[config.mk]
export PLATFORM = sky130hd
export DESIGN_NAME = binary_to_decimal_padded_text_core
export DESIGN_NICKNAME = d
export VERILOG_FILES = /design/src/rtl/b2d_pkg.sv /design/src/rtl/binary_to_decimal_padded_text_core.sv
export SDC_FILE = /design/constraint.sdc
export NUM_CORES = 2
export LEC_CHECK = 0
export BUFFER_PORTS_ARGS = -buffer_cell sky130_fd_sc_hd__buf_2
export CAP_MARGIN = 20
export CORE_MARGIN = 2
export CORE_UTILIZATION = 30
export DETAILED_ROUTE_END_ITERATION = 12
export GPL_TIMING_DRIVEN = 0
export PLACE_DENSITY_LB_ADDON = 0.2
export RECOVER_POWER = 100
export SETUP_SLACK_MARGIN = 0.5
export SLEW_MARGIN = 20
export SYNTH_ARGS = -nofsm -noshare
export SYNTH_HDL_FRONTEND = slang
export SYNTH_SLANG_ARGS = --single-unit
export TNS_END_PERCENT = 1
[constraint.sdc]
create_clock -name clk -period 20.8 [get_ports clk]
set_input_delay 0 -clock clk [delete_from_list [all_inputs] [get_ports clk]]
set_output_delay 0 -clock clk [all_outputs]
set_load 0.01 [all_outputs]
[src/rtl/b2d_pkg.sv]
`timescale 1ns / 1ps
package b2d_pkg;
	localparam int unsigned MaxWidthDef = 32;
	localparam int unsigned ValW = 64;
	localparam int unsigned ReqW = 6;
	localparam int unsigned CharW = 16;
	localparam int unsigned PosW = 6;
	localparam int unsigned NDig = 20;
	localparam int unsigned NDigW = 5;
	localparam int unsigned StgBits = 8;
	localparam int unsigned NStg = ValW / StgBits;
	localparam logic [CharW-1:0] DigitZero = 16'd48;
	localparam logic [CharW-1:0] PadReset = 16'd48;
	localparam logic [CharW-1:0] TrailerReset = 16'd0;

	typedef enum logic [0:0] {
		REG_PAD     = 1'b0,
		REG_TRAILER = 1'b1
	} reg_idx_t;

	typedef logic [NDig-1:0][3:0] bcd_t;

	typedef struct packed {
		bcd_t            bcd;
		logic [ValW-1:0] bin;
	} dabble_t;

	// eight double-dabble steps: adjust every digit, then shift in one bit
	function automatic dabble_t dabble8(input dabble_t d);
		dabble_t r;
		r = d;
		for (int s = 0; s < StgBits; s++) begin
			for (int i = 0; i < NDig; i++) begin
				if (r.bcd[i] >= 4'd5)
					r.bcd[i] = r.bcd[i] + 4'd3;
			end
			r = dabble_t'({r.bcd, r.bin} << 1);
		end
		return r;
	endfunction
endpackage

[src/rtl/binary_to_decimal_padded_text_core.sv]
`timescale 1ns / 1ps
// An accepted beat loads the first of 8 double-dabble stages, then passes through
// the digit count, emitter load and output registers to its first character beat.
// Output is one character beat per cycle while m_axis_tready holds; an item is one
// beat per pad or digit, plus a trailer beat if set. Input beats enter every cycle
// while the pipeline has room. Reset clears all valid bits and returns the config
// regs to their defaults.
module binary_to_decimal_padded_text_core
	import b2d_pkg::*;
#(
	parameter int unsigned MAX_WIDTH = MaxWidthDef
) (
	input  logic        clk,
	input  logic        arst_n,
	input  logic        s_axis_tvalid,
	output logic        s_axis_tready,
	input  logic [71:0] s_axis_tdata,   // value[63:0], min_digits[69:64], zero fill
	output logic        m_axis_tvalid,
	input  logic        m_axis_tready,
	output logic [23:0] m_axis_tdata,   // out_char[15:0], position[21:16], zero fill
	output logic [1:0]  m_axis_tuser,   // unwritten[0], width_exceeded[1]
	output logic        m_axis_tlast,
	input  logic        cfg_we,
	input  logic [0:0]  cfg_index,
	input  logic [15:0] cfg_data
);
	localparam int unsigned CW = $clog2(MAX_WIDTH + 2);
	localparam logic [CW-1:0] MaxReq = CW'(MAX_WIDTH);

	logic [CharW-1:0] pad_q, trailer_q;

	always_ff @(posedge clk or negedge arst_n) begin
		if (!arst_n) begin
			pad_q     <= PadReset;
			trailer_q <= TrailerReset;
		end else if (cfg_we) begin
			case (reg_idx_t'(cfg_index))
				REG_PAD:     pad_q     <= cfg_data;
				REG_TRAILER: trailer_q <= cfg_data;
				default: ;
			endcase
		end
	end

	// conversion pipeline
	logic           valid_s [NStg];
	dabble_t        dab_s   [NStg];
	logic [CW-1:0]  req_s   [NStg];
	logic           rdy     [NStg+1];

	logic           valid_s9;
	bcd_t           bcd_s9;
	logic [NDigW-1:0] ndig_s9;
	logic [CW-1:0]  req_s9;

	logic           em_ready;
	logic [ReqW-1:0] min_in;
	logic [CW-1:0]  req_in;

	assign min_in = s_axis_tdata[ValW +: ReqW];
	assign req_in = ({1'b0, min_in} > {1'b0, CW'(MAX_WIDTH)} ) ? MaxReq : CW'(min_in);

	assign rdy[NStg]     = !valid_s9 || em_ready;
	assign s_axis_tready = rdy[0];

	for (genvar k = 0; k < NStg; k++) begin : g_stg
		assign rdy[k] = !valid_s[k] || rdy[k+1];
		if (k == 0) begin : g_first
			dabble_t din;
			assign din.bcd = '0;
			assign din.bin = s_axis_tdata[ValW-1:0];
			always_ff @(posedge clk or negedge arst_n) begin
				if (!arst_n)
					valid_s[k] <= 1'b0;
				else if (rdy[k])
					valid_s[k] <= s_axis_tvalid;
			end
			always_ff @(posedge clk) begin
				if (rdy[k]) begin
					dab_s[k] <= dabble8(din);
					req_s[k] <= req_in;
				end
			end
		end else begin : g_next
			always_ff @(posedge clk or negedge arst_n) begin
				if (!arst_n)
					valid_s[k] <= 1'b0;
				else if (rdy[k])
					valid_s[k] <= valid_s[k-1];
			end
			always_ff @(posedge clk) begin
				if (rdy[k]) begin
					dab_s[k] <= dabble8(dab_s[k-1]);
					req_s[k] <= req_s[k-1];
				end
			end
		end
	end

	// digit count from the highest nonzero digit
	logic [NDigW-1:0] ndig_c;
	always_comb begin
		ndig_c = NDigW'(1);
		for (int i = 0; i < NDig; i++) begin
			if (dab_s[NStg-1].bcd[i] != 4'd0)
				ndig_c = NDigW'(i + 1);
		end
	end

	always_ff @(posedge clk or negedge arst_n) begin
		if (!arst_n)
			valid_s9 <= 1'b0;
		else if (rdy[NStg])
			valid_s9 <= valid_s[NStg-1];
	end

	always_ff @(posedge clk) begin
		if (rdy[NStg]) begin
			bcd_s9  <= dab_s[NStg-1].bcd;
			ndig_s9 <= ndig_c;
			req_s9  <= req_s[NStg-1];
		end
	end

	// character emitter
	logic          active_q, exc_q;
	bcd_t          bcd_q;
	logic [CW-1:0] width_q, npad_q, k_q;
	logic [CW-1:0] total_c, didx_c, ndig_ext, width_c;
	logic          last_c, out_load;
	logic [3:0]    nib_c;

	logic             o_valid_q, o_unwr_q, o_exc_q, o_last_q;
	logic [CharW-1:0] o_char_q;
	logic [PosW-1:0]  o_pos_q;

	assign ndig_ext = CW'(ndig_s9);
	assign width_c  = (req_s9 > ndig_ext) ? req_s9 : ndig_ext;
	assign total_c  = width_q + CW'(trailer_q != '0);
	assign last_c   = (k_q + CW'(1)) == total_c;
	assign out_load = active_q && (!o_valid_q || m_axis_tready);
	assign em_ready = !active_q || (out_load && last_c);
	assign didx_c   = width_q - CW'(1) - k_q;
	assign nib_c    = (didx_c < CW'(NDig)) ? bcd_q[didx_c[NDigW-1:0]] : 4'd0;

	always_ff @(posedge clk or negedge arst_n) begin
		if (!arst_n) begin
			active_q  <= 1'b0;
			o_valid_q <= 1'b0;
		end else begin
			if (em_ready)
				active_q <= valid_s9;
			else if (out_load && last_c)
				active_q <= 1'b0;
			if (out_load)
				o_valid_q <= 1'b1;
			else if (m_axis_tready)
				o_valid_q <= 1'b0;
		end
	end

	always_ff @(posedge clk) begin
		if (em_ready && valid_s9) begin
			bcd_q   <= bcd_s9;
			width_q <= width_c;
			npad_q  <= width_c - ndig_ext;
			exc_q   <= ndig_ext > req_s9;
			k_q     <= '0;
		end else if (out_load) begin
			k_q <= k_q + CW'(1);
		end
		if (out_load) begin
			o_pos_q  <= PosW'(k_q);
			o_exc_q  <= exc_q;
			o_last_q <= last_c;
			if (k_q < npad_q) begin
				o_char_q <= pad_q;
				o_unwr_q <= pad_q == '0;
			end else if (k_q < width_q) begin
				o_char_q <= DigitZero + CharW'(nib_c);
				o_unwr_q <= 1'b0;
			end else begin
				o_char_q <= trailer_q;
				o_unwr_q <= 1'b0;
			end
		end
	end

	assign m_axis_tvalid = o_valid_q;
	assign m_axis_tdata  = {2'b00, o_pos_q, o_char_q};
	assign m_axis_tuser  = {o_exc_q, o_unwr_q};
	assign m_axis_tlast  = o_last_q;

	a_count_in_run: assert property (@(posedge clk) disable iff (!arst_n)
		active_q |-> (k_q < total_c))
		else $error("emitter counter ran past the end of the run");
	a_stall_full: assert property (@(posedge clk) disable iff (!arst_n)
		!s_axis_tready |-> valid_s[0])
		else $error("input stalled with an empty first stage");
	a_ndig_range: assert property (@(posedge clk) disable iff (!arst_n)
		valid_s9 |-> (ndig_s9 != '0 && ndig_s9 <= NDigW'(NDig)))
		else $error("digit count out of range");
	a_unwr_zero: assert property (@(posedge clk) disable iff (!arst_n)
		(o_valid_q && o_unwr_q) |-> (o_char_q == '0))
		else $error("unwritten beat carries a nonzero character");
endmodule

==> results.py <==
metrics = {
    "yosys": {
        "netlist-cell-type-count": 170,
        "ys_ff_latch": 904,
        "syn_inst": 12920,
        "synth_top_area_share_pct": 23.77,
        "synthArstFlopShare_pct": 4.757,
        "syn-cell-area_mm2": 0.1080,
        "synth_most_common_cell": "nor2_1",
        "synth-edff-count": 855,
        "synth.area.top_cells": "edfxtp_1 24%, ha_1 6.9%, a21oi_1 4.5%, nor2_1 3.5%, o21ai_0 3.5%",
        "synth_common_cells": "1,015 x nor2_1, 970 x a21oi_1, 941 x nand2_1, 855 x edfxtp_1, 810 x inv_1",
        "avgSynthCellArea_um2": 8.358,
        "synth_flop_cell": "edfxtp_1",
        "synth_seq_area_share_pct": 24.88,
        "synth_largest_area_cell": "edfxtp_1",
        "synth-warning-count": 0,
    },
    "critical_path": {
        "path_buf_inv": 2,
        "critPathTopFamily": "simple AND/OR/NAND/NOR gates",
        "critPathSlowestCell": "clkinvlp_2",
        "critical_path_arrival_ps": 10630,
        "worstPathCellList": "nor4_1 > nand4_1 > ha_1 > ha_1 > nand3_1 > xnor2_1 > xnor2_1 > nand4_1 > nor4b_1 > nand2_1 > and3_1 > nand2_1 > nor2_1 > nand3_1 > nor2_1 > clkinvlp_2 > clkbuf_1",
        "crit_type": "register to register",
        "cp-end-kind": "register",
        "critPathMaxStageDelay_ps": 1860,
        "worstPathMaxFanout": 47,
        "start_kind": "register",
        "critPathRequiredTime_ps": 20830,
    },
    "timing": {
        "fmax_mhz": 94.27,
        "slew_viol_final": 777,
        "hold_viol_final": 0,
        "tightest_slew_ps": 4302,
        "slew_headroom_pct": -186.8,
        "clock_skew_ps": 107.8,
        "tns_ps": 0,
        "setup_viol": 0,
        "fin_crit_sh_pct": 51.00,
        "min_period_ps": 10610,
        "rsz0062_at_grt": "no",
    },
    "job": {
        "cap_violations": 20,
    },
    "placement": {
        "numPortBuffers": 118,
        "dp.final_hpwl_um": 190300,
        "place_congestion": 0.7918,
    },
    "die": {
        "fp.dieH_um": 604.0,
        "dieArea_mm2": 0.3648,
        "die_width_um": 604.0,
        "initial_core_util_pct": 30.11,
        "coreArea_mm2": 0.3587,
        "ios": 123,
        "row_count": 220,
    },
    "cells_and_area": {
        "finalNetCount": 14060,
        "areaGrowthSynthToFinish_pct": 10.82,
        "drive_gt1_share_pct": 10.81,
        "fin_util_pct": 33.37,
    },
    "outcome": {
        "outcome": "complete, but fails checks",
        "violations": "capacitance limit, slew limit",
    },
    "grt": {
        "grt_overflow": 0,
        "grt_pass1_wl_um": 423800,
        "grt_max_degree": 78,
        "grt.total_usage_pct": 13.21,
        "antenna_found_initial": 2,
        "grt_pass1_vias": 87830,
    },
    "cts": {
        "numCtsBuffers": 118,
        "tritoncts": "yes",
        "root_buffer": "clkbuf_16",
        "cts.hold.buffers_added": 187,
        "clk_pin_slew_ps": 60,
        "cts_setup_buffers": 0,
        "clockBufferDepth": 4,
        "cts_resized": 0,
        "cts.sinks": 904,
        "clk_latency_ps": 910,
        "h-tree-depth": 3,
    },
    "detailed_routing": {
        "vias": 95410,
        "wire_per_inst_um": 13.73,
        "drt_iter0_drc": 4728,
        "detail_route.wirelength_um": 250300,
        "via_per_inst": 5.232,
        "ant_nets": 0,
        "route.detailed.drc": 0,
        "drtPass1Iterations": 5,
    },
    "worst_hold_path": {
        "worst_hold_path_type": "input pin to register",
    },
}
through the flow:
step	setup slack [ps]	hold slack (ps)	area [um^2]	cells
2_1_floorplan	10630	-295.6	108000	12920
6_report	10190	100.4	119700	18240
3_5_place_dp	12790	178.1	115100	17840
4_1_cts	12750	2.369	120900	18230
5_1_grt	8949	140.2	119700	18240
3_3_place_gp	316.9	176.4	114600	17810
registers in the layout (all words and copies together) (netlist names), 5 cells and up:
signal,flops
dab_s,598
o_pos_q,6
req_s,48
o_char_q,16
bcd_s9,80
req_s9,6
bcd_q,80
trailer_q,16
ndig_s9,5
valid_s,8
npad_q,6
k_q,6
pad_q,16
width_q,6
placed cells by master (no fill, tap or decap), types with 257 or more instances in the layout:
| cell | instances |
|---|---|
| nor2_1 | 1015 |
| a21oi_1 | 993 |
| nand2_1 | 941 |
| edfxtp_1 | 855 |
| inv_1 | 818 |
| o21ai_0 | 797 |
| ha_1 | 594 |
| mux2i_1 | 371 |
| nor3_1 | 364 |
| xnor2_1 | 361 |
| nand3_1 | 335 |
| clkbuf_1 | 277 |
| mux2_2 | 257 |
cell families (layout without fill, tap and decap cells):
kind of cell,Yosys count,count (layout),synth area share (%)
multiplexers,700,700,7.273
AO/OA/AOI/OAI,4797,4797,31.49
other,1,3,0.003472
adder cells (fa/ha/maj),640,640,7.328
flip-flops,904,904,24.88
AND/OR/NAND/NOR,4059,4059,18.79
buffers and inverters,1227,1767,4.467
XOR/XNOR,593,593,5.757
routing by layer:
| layer | GRT usage, % | vias up | share of wire, % |
|---|---|---|---|
| li1 | - | 50200 | - |
| met1 | 17.42 | 44060 | 49 |
| met2 | 23.29 | 933 | 47 |
| met3 | 1.140 | 221 | 2.1 |
| met4 | 2.875 | 0 | 1.9 |
| met5 | 0 | - | 0 |
layout make-up:
cell class | count | area, um^2
diodes | 1 | 2.502
inverters | 917 | 3448
fillers | 37530 | 239000
clock buffers | 131 | 3043
repair buffers | 328 | 2506
well taps | 4773 | 5972
multi-input cells | 10790 | 75690
clock inverters | 81 | 824.5
plain buffers | 310 | 1331
flip-flops and latches | 904 | 26870
tightest hold or removal path, delay by kind of cell:
family | cells | cell delay [ps]
XOR/XNOR | 1 | 190
AO/OA/AOI/OAI | 3 | 350
AND/OR/NAND/NOR | 1 | 200
buffers and inverters | 1 | 100
worst paths after layout:
kind,start,to,slack [ps],cells past startpoint
max in group asynchronous,arst_n,valid_s[4]$_DFFE_PN0P_,18180,4
min,s_axis_tdata[61],dab_s[0][62]$_DFFE_PP_,100,6
max,trailer_q[8]$_DFFE_PN0P_,dab_s[0][473]$_DFFE_PP_,10190,17
max reg2reg,trailer_q[8]$_DFFE_PN0P_,dab_s[0][473]$_DFFE_PP_,10190,17
min reg2reg,bcd_s9[8]$_DFFE_PP_,bcd_q[8]$_DFFE_PP_,350,0
min in group asynchronous,arst_n,pad_q[5]$_DFFE_PN1P_,270,3
Power is left out: the tool's default activity adds up to more than one toggle a clock period on the data nets, which glitch-free logic cannot reach.
